### src/rtl/core/cbor_hd_pkg.sv
// ----------------------------------------------------------------------------
// cbor_hd_pkg
// Shared types and constants of the CBOR head decoder.
// ----------------------------------------------------------------------------
package cbor_hd_pkg;

   localparam logic [4:0] AI_DIRECT_MAX  = 5'd23;
   localparam logic [4:0] AI_ONE_BYTE    = 5'h18;
   localparam logic [4:0] AI_TWO_BYTES   = 5'h19;
   localparam logic [4:0] AI_FOUR_BYTES  = 5'h1a;
   localparam logic [4:0] AI_EIGHT_BYTES = 5'h1b;
   localparam logic [4:0] AI_INDEFINITE  = 5'h1f;
   localparam logic [2:0] MAJOR_NEGATIVE = 3'd1;
   localparam logic [2:0] MAJOR_SIMPLE   = 3'd7;

   localparam int FifoDepth = 4;
   localparam int FifoAw    = $clog2(FifoDepth);

   typedef logic [7:0]  byte_type;
   typedef logic [2:0]  major_type;
   typedef logic [3:0]  len_type;
   typedef logic [63:0] value_type;

   // What the back end does with one byte.
   typedef enum logic [1:0] {
      TOK_HEAD  = 2'd0,  // head complete in its initial byte
      TOK_START = 2'd1,  // initial byte, argument bytes follow
      TOK_ARG   = 2'd2,  // argument byte, more follow
      TOK_LAST  = 2'd3   // final argument byte
   } tok_kind_type;

   typedef struct packed {
      tok_kind_type kind;
      major_type    major;
      byte_type     data;
      len_type      length;
      logic         indef;
      logic         brk;
      logic         rsv;
   } token_type;

   function automatic value_type finish_value(input major_type major, input value_type arg);
      return (major == MAJOR_NEGATIVE) ? ~arg : arg;
   endfunction

endpackage

### src/rtl/core/cbor_hd_front.sv
// ----------------------------------------------------------------------------
// cbor_hd_front
// Tracks head framing and tags each stream byte with its role.
// ----------------------------------------------------------------------------
module cbor_hd_front (
   input  logic                 clock,
   input  logic                 reset,
   input  logic                 accept,
   input  cbor_hd_pkg::byte_type   data_byte,
   output cbor_hd_pkg::token_type  token
);
   import cbor_hd_pkg::*;

   logic [3:0] bytes_left_ff, bytes_left_in;
   major_type  major_ff, major_in;
   len_type    total_ff, total_in;

   logic [4:0] ai;
   major_type  mj;

   assign ai = data_byte[4:0];
   assign mj = data_byte[7:5];

   always_comb begin
      token          = '0;
      token.data     = data_byte;
      token.major    = mj;
      token.length   = 4'd1;
      bytes_left_in  = bytes_left_ff;
      major_in       = major_ff;
      total_in       = total_ff;
      if (bytes_left_ff != 4'd0) begin
         token.kind    = (bytes_left_ff == 4'd1) ? TOK_LAST : TOK_ARG;
         token.major   = major_ff;
         token.length  = total_ff + 4'd1;
         bytes_left_in = bytes_left_ff - 4'd1;
         total_in      = total_ff + 4'd1;
      end else begin
         token.kind = TOK_HEAD;
         case (ai) inside
            [5'd0:AI_DIRECT_MAX]: begin
               token.kind = TOK_HEAD;
            end
            AI_INDEFINITE: begin
               token.indef = 1'b1;
               token.brk   = (mj == MAJOR_SIMPLE);
            end
            AI_ONE_BYTE, AI_TWO_BYTES, AI_FOUR_BYTES, AI_EIGHT_BYTES: begin
               token.kind = TOK_START;
               major_in   = mj;
               total_in   = 4'd1;
               case (ai)
                  AI_ONE_BYTE:   bytes_left_in = 4'd1;
                  AI_TWO_BYTES:  bytes_left_in = 4'd2;
                  AI_FOUR_BYTES: bytes_left_in = 4'd4;
                  default:       bytes_left_in = 4'd8;
               endcase
            end
            default: begin
               token.rsv = 1'b1;
            end
         endcase
      end
   end

   always_ff @(posedge clock) begin
      if (reset) begin
         bytes_left_ff <= '0;
         major_ff      <= '0;
         total_ff      <= '0;
      end else if (accept) begin
         bytes_left_ff <= bytes_left_in;
         major_ff      <= major_in;
         total_ff      <= total_in;
      end
   end

endmodule

### src/rtl/core/cbor_hd_fifo.sv
// ----------------------------------------------------------------------------
// cbor_hd_fifo
// Short token queue between front and back end.
// ----------------------------------------------------------------------------
module cbor_hd_fifo (
   input  logic                  clock,
   input  logic                  reset,
   input  logic                  push,
   input  cbor_hd_pkg::token_type push_data,
   output logic                  full,
   input  logic                  pop,
   output cbor_hd_pkg::token_type pop_data,
   output logic                  empty
);
   import cbor_hd_pkg::*;

   token_type          mem_ff [FifoDepth];
   logic [FifoAw-1:0]  wr_ptr_ff, wr_ptr_in;
   logic [FifoAw-1:0]  rd_ptr_ff, rd_ptr_in;
   logic [FifoAw:0]    count_ff, count_in;

   assign full     = (count_ff == (FifoAw+1)'(FifoDepth));
   assign empty    = (count_ff == '0);
   assign pop_data = mem_ff[rd_ptr_ff];

   always_comb begin
      wr_ptr_in = push ? wr_ptr_ff + FifoAw'(1) : wr_ptr_ff;
      rd_ptr_in = pop  ? rd_ptr_ff + FifoAw'(1) : rd_ptr_ff;
      count_in  = count_ff;
      if (push && !pop)
         count_in = count_ff + (FifoAw+1)'(1);
      else if (pop && !push)
         count_in = count_ff - (FifoAw+1)'(1);
   end

   always_ff @(posedge clock) begin
      if (push)
         mem_ff[wr_ptr_ff] <= push_data;
   end

   always_ff @(posedge clock) begin
      if (reset) begin
         wr_ptr_ff <= '0;
         rd_ptr_ff <= '0;
         count_ff  <= '0;
      end else begin
         wr_ptr_ff <= wr_ptr_in;
         rd_ptr_ff <= rd_ptr_in;
         count_ff  <= count_in;
      end
   end

endmodule

### src/rtl/core/cbor_hd_back.sv
// ----------------------------------------------------------------------------
// cbor_hd_back
// Gathers argument bytes, forms the head value and holds the result item.
// ----------------------------------------------------------------------------
module cbor_hd_back (
   input  logic                   clock,
   input  logic                   reset,
   input  logic                   tok_valid,
   input  cbor_hd_pkg::token_type tok,
   output logic                   tok_pop,
   output logic                   rsp_valid,
   input  logic                   rsp_stall,
   output logic [2:0]             rsp_major_type,
   output logic signed [63:0]     rsp_head_value,
   output logic                   rsp_is_indefinite,
   output logic                   rsp_is_break,
   output logic                   rsp_reserved_info,
   output logic [3:0]             rsp_head_length
);
   import cbor_hd_pkg::*;

   value_type acc_ff, acc_in;
   logic      valid_ff, valid_in;
   token_type out_ff, out_in;
   value_type value_ff, value_in;
   logic      out_ready, done;
   value_type shifted;

   assign out_ready = !valid_ff || !rsp_stall;
   assign done      = (tok.kind == TOK_HEAD) || (tok.kind == TOK_LAST);
   // tokens that emit nothing never wait on the output
   assign tok_pop   = tok_valid && (!done || out_ready);
   assign shifted   = {acc_ff[55:0], tok.data};

   always_comb begin
      acc_in   = acc_ff;
      out_in   = out_ff;
      value_in = value_ff;
      valid_in = valid_ff && rsp_stall;
      if (tok_pop) begin
         case (tok.kind)
            TOK_START: acc_in = '0;
            TOK_ARG:   acc_in = shifted;
            TOK_LAST: begin
               acc_in   = '0;
               valid_in = 1'b1;
               out_in   = tok;
               value_in = finish_value(tok.major, shifted);
            end
            default: begin
               valid_in = 1'b1;
               out_in   = tok;
               if (tok.indef)
                  value_in = '1;
               else if (tok.rsv)
                  value_in = '0;
               else
                  value_in = finish_value(tok.major, {59'd0, tok.data[4:0]});
            end
         endcase
      end
   end

   always_ff @(posedge clock) begin
      acc_ff   <= acc_in;
      out_ff   <= out_in;
      value_ff <= value_in;
   end

   always_ff @(posedge clock) begin
      if (reset)
         valid_ff <= 1'b0;
      else
         valid_ff <= valid_in;
   end

   assign rsp_valid         = valid_ff;
   assign rsp_major_type    = out_ff.major;
   assign rsp_head_value    = value_ff;
   assign rsp_is_indefinite = out_ff.indef;
   assign rsp_is_break      = out_ff.brk;
   assign rsp_reserved_info = out_ff.rsv;
   assign rsp_head_length   = out_ff.length;

endmodule

### src/rtl/core/cbor_head_decoder_core.sv
// ----------------------------------------------------------------------------
// cbor_head_decoder_core
// CBOR data item head decoder, one result item per head.
// ----------------------------------------------------------------------------
// Takes one CBOR stream byte per cycle while req_stall is low and gives one
// result item for every completed head (1 to 9 bytes). A front end tags each
// byte with its role, a four-entry token queue decouples it from the back end,
// which shifts argument bytes into a 64-bit accumulator and loads the output
// register. Sustained rate is one byte per cycle while req_stall is low, set
// by the single shift step of the accumulator; the last byte of a head passes
// the token queue and then the output register before rsp_valid rises. While
// rsp_stall is held, argument bytes that complete no head keep draining; the
// queue then fills with up to four more bytes before req_stall rises.
module cbor_head_decoder_core (
   input  logic               clock,
   input  logic               reset,
   input  logic               req_valid,
   output logic               req_stall,
   input  logic [7:0]         req_data_byte,
   output logic               rsp_valid,
   input  logic               rsp_stall,
   output logic [2:0]         rsp_major_type,
   output logic signed [63:0] rsp_head_value,
   output logic               rsp_is_indefinite,
   output logic               rsp_is_break,
   output logic               rsp_reserved_info,
   output logic [3:0]         rsp_head_length
);
   import cbor_hd_pkg::*;

   token_type front_tok, back_tok;
   logic      accept, full, empty, pop;

   assign req_stall = full;
   assign accept    = req_valid && !full;

   cbor_hd_front u_front (
      .clock     (clock),
      .reset     (reset),
      .accept    (accept),
      .data_byte (req_data_byte),
      .token     (front_tok)
   );

   cbor_hd_fifo u_fifo (
      .clock     (clock),
      .reset     (reset),
      .push      (accept),
      .push_data (front_tok),
      .full      (full),
      .pop       (pop),
      .pop_data  (back_tok),
      .empty     (empty)
   );

   cbor_hd_back u_back (
      .clock             (clock),
      .reset             (reset),
      .tok_valid         (!empty),
      .tok               (back_tok),
      .tok_pop           (pop),
      .rsp_valid         (rsp_valid),
      .rsp_stall         (rsp_stall),
      .rsp_major_type    (rsp_major_type),
      .rsp_head_value    (rsp_head_value),
      .rsp_is_indefinite (rsp_is_indefinite),
      .rsp_is_break      (rsp_is_break),
      .rsp_reserved_info (rsp_reserved_info),
      .rsp_head_length   (rsp_head_length)
   );

endmodule

### config.mk
export PLATFORM = sky130hd
export DESIGN_NAME = cbor_head_decoder_core
export DESIGN_NICKNAME = d
export VERILOG_FILES = /design/src/rtl/core/cbor_hd_pkg.sv /design/src/rtl/core/cbor_hd_front.sv /design/src/rtl/core/cbor_hd_fifo.sv /design/src/rtl/core/cbor_hd_back.sv /design/src/rtl/core/cbor_head_decoder_core.sv
export SDC_FILE = /design/constraint.sdc
export NUM_CORES = 1
export LEC_CHECK = 0
export BUFFER_PORTS_ARGS = -buffer_cell sky130_fd_sc_hd__buf_4
export CORE_MARGIN = 8
export CORE_UTILIZATION = 42
export CTS_CLUSTER_SIZE = 30
export DETAILED_ROUTE_END_ITERATION = 8
export PLACE_DENSITY_LB_ADDON = 0.05
export SLEW_MARGIN = 5
export SYNTH_ARGS = -nofsm -noshare
export SYNTH_HDL_FRONTEND = slang
export SYNTH_SLANG_ARGS = --single-unit
### constraint.sdc
create_clock -name clock -period 5.2 [get_ports clock]
set_input_delay 0.26 -clock clock [delete_from_list [all_inputs] [get_ports clock]]
set_output_delay 0.26 -clock clock [all_outputs]
set_load 0.02 [all_outputs]
==> key figures <==
CTS
  • Clock buffer depth: 3
  • Num CTS Buffers: 26
  • CTS tree: done
  • Clk root buf: clkbuf_16
  • TritonCTS Sinks: 231
  • Reg clk slew, reported paths: 0.06 ns
  • Clock Latency Late Sink: 0.52 ns
  • # Post-CTS Setup Buffers: 0
  • H-Tree Depth: 1

Outcome
  • Outcome: finished, final reports clean

Synthesis
  • Synth warn: 0
  • Mapped Cells: 595
  • Cell taking the most area after synthesis: edfxtp_1
  • Cell area after synthesis: 0.00953 mm2
  • EDFF count, synth: 210
  • Top-area cell type share of the netlist area: 0.662
  • Library cells used by synthesis: 42
  • Top cells by area, synth: edfxtp_1 66%, xor2_1 5.9%, a21o_1 4.8%, mux4_2 4.7%, dfxtp_1 4.4%
  • Async SR Flop Fraction: 0
  • Most used DFF post-synth: edfxtp_1
  • Number of register bits inferred by synthesis: 231
  • Sequential element share of the synthesized area: 0.706
  • Mean area per synthesized cell: 16.0 um2
  • Syn nets: 619

STA
  • Final setup fails: 0
  • Max Clock Skew: 0.0129 ns
  • RSZ-0062 raised after global routing: no
  • Crit share post-route: 0.689
  • Slew of the pin with the lowest slew margin: 1.20 ns
  • Tmin final: 3.58 ns
  • Slew margin rel.: 0.199
  • Max Clk Rate: 279 MHz
  • Hold_ws: 0.0737 ns
  • Final TNS setup: 0 ns
  • Final Hold Fails: 0
  • Slew Limit Fails: 0

Finish
  • Commonest non-fill, non-tap cell in the layout: edfxtp_1
  • Layout net count: 717
  • Area of the multi-input gates: 0.00261 mm2
  • Area grow syn2layout: 18.9%
  • FF+latch area: 0.00673 mm2
  • ANT cells: 0
  • Fraction of layout instances using a drive strength above 1: 0.226
  • Filler instances: 1917
  • Most frequent cells in the layout: 210 x edfxtp_1, 96 x buf_4, 64 x xor2_1

Critical path
  • Top Family by Delay on Critical Path: adder cells
  • Critical Path Max Stage Delay: 0.62 ns
  • Cells along the critical path: mux4_2 -> inv_1 -> ha_1 -> o21ai_0 -> ha_1 -> inv_1 -> fa_1 -> xor2_1 -> or3_1 -> a21oi_1
  • WP buf/inv: 2
  • Worst setup EP type: flip-flop
  • Critical path's slowest cell: dfxtp_1
  • CP Launch Type: flip-flop
  • Worst Path Max Fanout: 8
  • Critical setup path kind: flip-flop to flip-flop
  • CP required: 5.64 ns
  • Arrival time of the worst setup path: 4.03 ns

Detailed routing
  • Final wirelength: 18.2 mm
  • Vias per std cell: 5.04
  • Routed WL per cell: 18.3 um
  • Detailed router's first-iteration violation count: 269
  • Routed Antenna Nets: 0
  • Drt drc: 0
  • Vias: 5017
  • First drt pass iteration count: 4

Floorplanning
  • Row count: 55
  • Initial core utilization: 0.425
  • Die X: 167 um
  • Die Y: 167 um
  • Number of I/O pins: 88
  • Die area: 0.0278 mm2
  • Total core area: 0.0224 mm2

Global routing
  • Largest net degree at the start of global routing: 65
  • Tot GR Track Use: 0.130
  • Initial antenna violation count: 0
  • Grt ovf: 0
  • First-pass GRT wire length: 29.3 mm
  • Vias in the first global route: 5295

Power and ir drop
  • Peak supply drop: 0.345 mV
  • Pwr Density: 756 mW/mm2
  • Leak: 4.52 nW

Placed design
  • PortBufs: 87
  • DP Wirelength: 11.5 mm
  • Global placement routability congestion: 0.746

Run
  • MaxCap Viol Count: 0

Hold path
  • Worst min path class: input pin to flip-flop
worst paths after layout:
path	start	endpoint	slack (ns)	depth (start not counted)
setup / recovery	flip-flop	u_fifo.count_ff[2]$_SDFFE_PP0P_	1.62	10
hold reg to reg	u_front.major_ff[2]$_SDFFE_PP0P_	u_front.major_ff[2]$_SDFFE_PP0P_	0.51	2
hold / removal	reset	u_front.major_ff[2]$_SDFFE_PP0P_	0.07	2
setup reg to reg	flip-flop	u_fifo.count_ff[2]$_SDFFE_PP0P_	1.62	10
synthesized netlist by cell type (4+ instances only):
library cell,count
and2_1,58
buf_2,11
ha_1,11
a21o_1,61
xnor2_1,7
nor2_1,18
clkbuf_1,19
nand2_1,17
mux4_2,20
o21ai_0,10
inv_1,12
edfxtp_1,210
dfxtp_1,21
xor2_1,64
mux2i_1,5
a21oi_1,7
and3_1,4
cell type report:
cell class,count,share of cell area
clock inverter,6,0.00287
tap,285,0.0315
inverter,13,0.00431
timing repair buffer,105,0.0724
sequential,231,0.593
multi-input combinational,316,0.230
clock buffer,40,0.0657
per-layer routing:
layer,global-route usage,part of all wire
met1,0.159,0.43
met2,0.228,0.50
met3,0.0288,0.047
met4,0.0356,0.021
met5,0,0
flip-flops by register name (all words and copies together), names as in the netlist, named ones only:
register / cells
u_back.acc_ff: 56
u_back.rsp_head_length: 4
u_back.rsp_head_value: 64
u_back.rsp_is_break: 1
u_back.rsp_is_indefinite: 1
u_back.rsp_major_type: 3
u_back.rsp_reserved_info: 1
u_back.rsp_valid: 1
u_fifo.count_ff: 3
u_fifo.mem_ff: 80
u_fifo.rd_ptr_ff: 2
u_fifo.wr_ptr_ff: 2
u_front.bytes_left_ff: 4
u_front.major_ff: 3
u_front.total_ff: 4
power breakdown:
part	switching, mW	internal, mW
Combinational	2.03	1.34
Clock	0.681	0.980
Sequential	0.311	3.22
per-stage QoR:
step	util	cells	setup slack (ns)	total power, mW	area [um2]
final	0.505	996	1.62	8.56	11300
after global routing	0.505	996	1.41	9.10	11300
after CTS	0.505	996	1.57	8.70	11300
after detailed placement	0.467	942	1.58	7.00	10500
after global placement	0.467	942	1.71	6.97	10500
after floorplan	-	595	0.294	5.85	9530
cell families (layout without fill, tap and decap cells):
kind of cell / after synthesis / count (layout) / synth area share
flip-flops: 231 / 231 / 0.706
AO/OA/AOI/OAI: 91 / 91 / 0.0684
XOR/XNOR: 71 / 71 / 0.0652
multiplexers: 25 / 25 / 0.0525
buffers and inverters: 48 / 164 / 0.0227
AND/OR/NAND/NOR: 117 / 117 / 0.0688
adder cells (fa/ha/maj): 12 / 12 / 0.0165
what timing repair did:
| item | CTS | global route |
|---|---|---|
| resized for setup | 0 | 0 |
| hold buffers | 8 | 0 |
| hold endpoints to repair | 29 | 0 |
No activity file was read; power rests on OpenSTA's default activity.
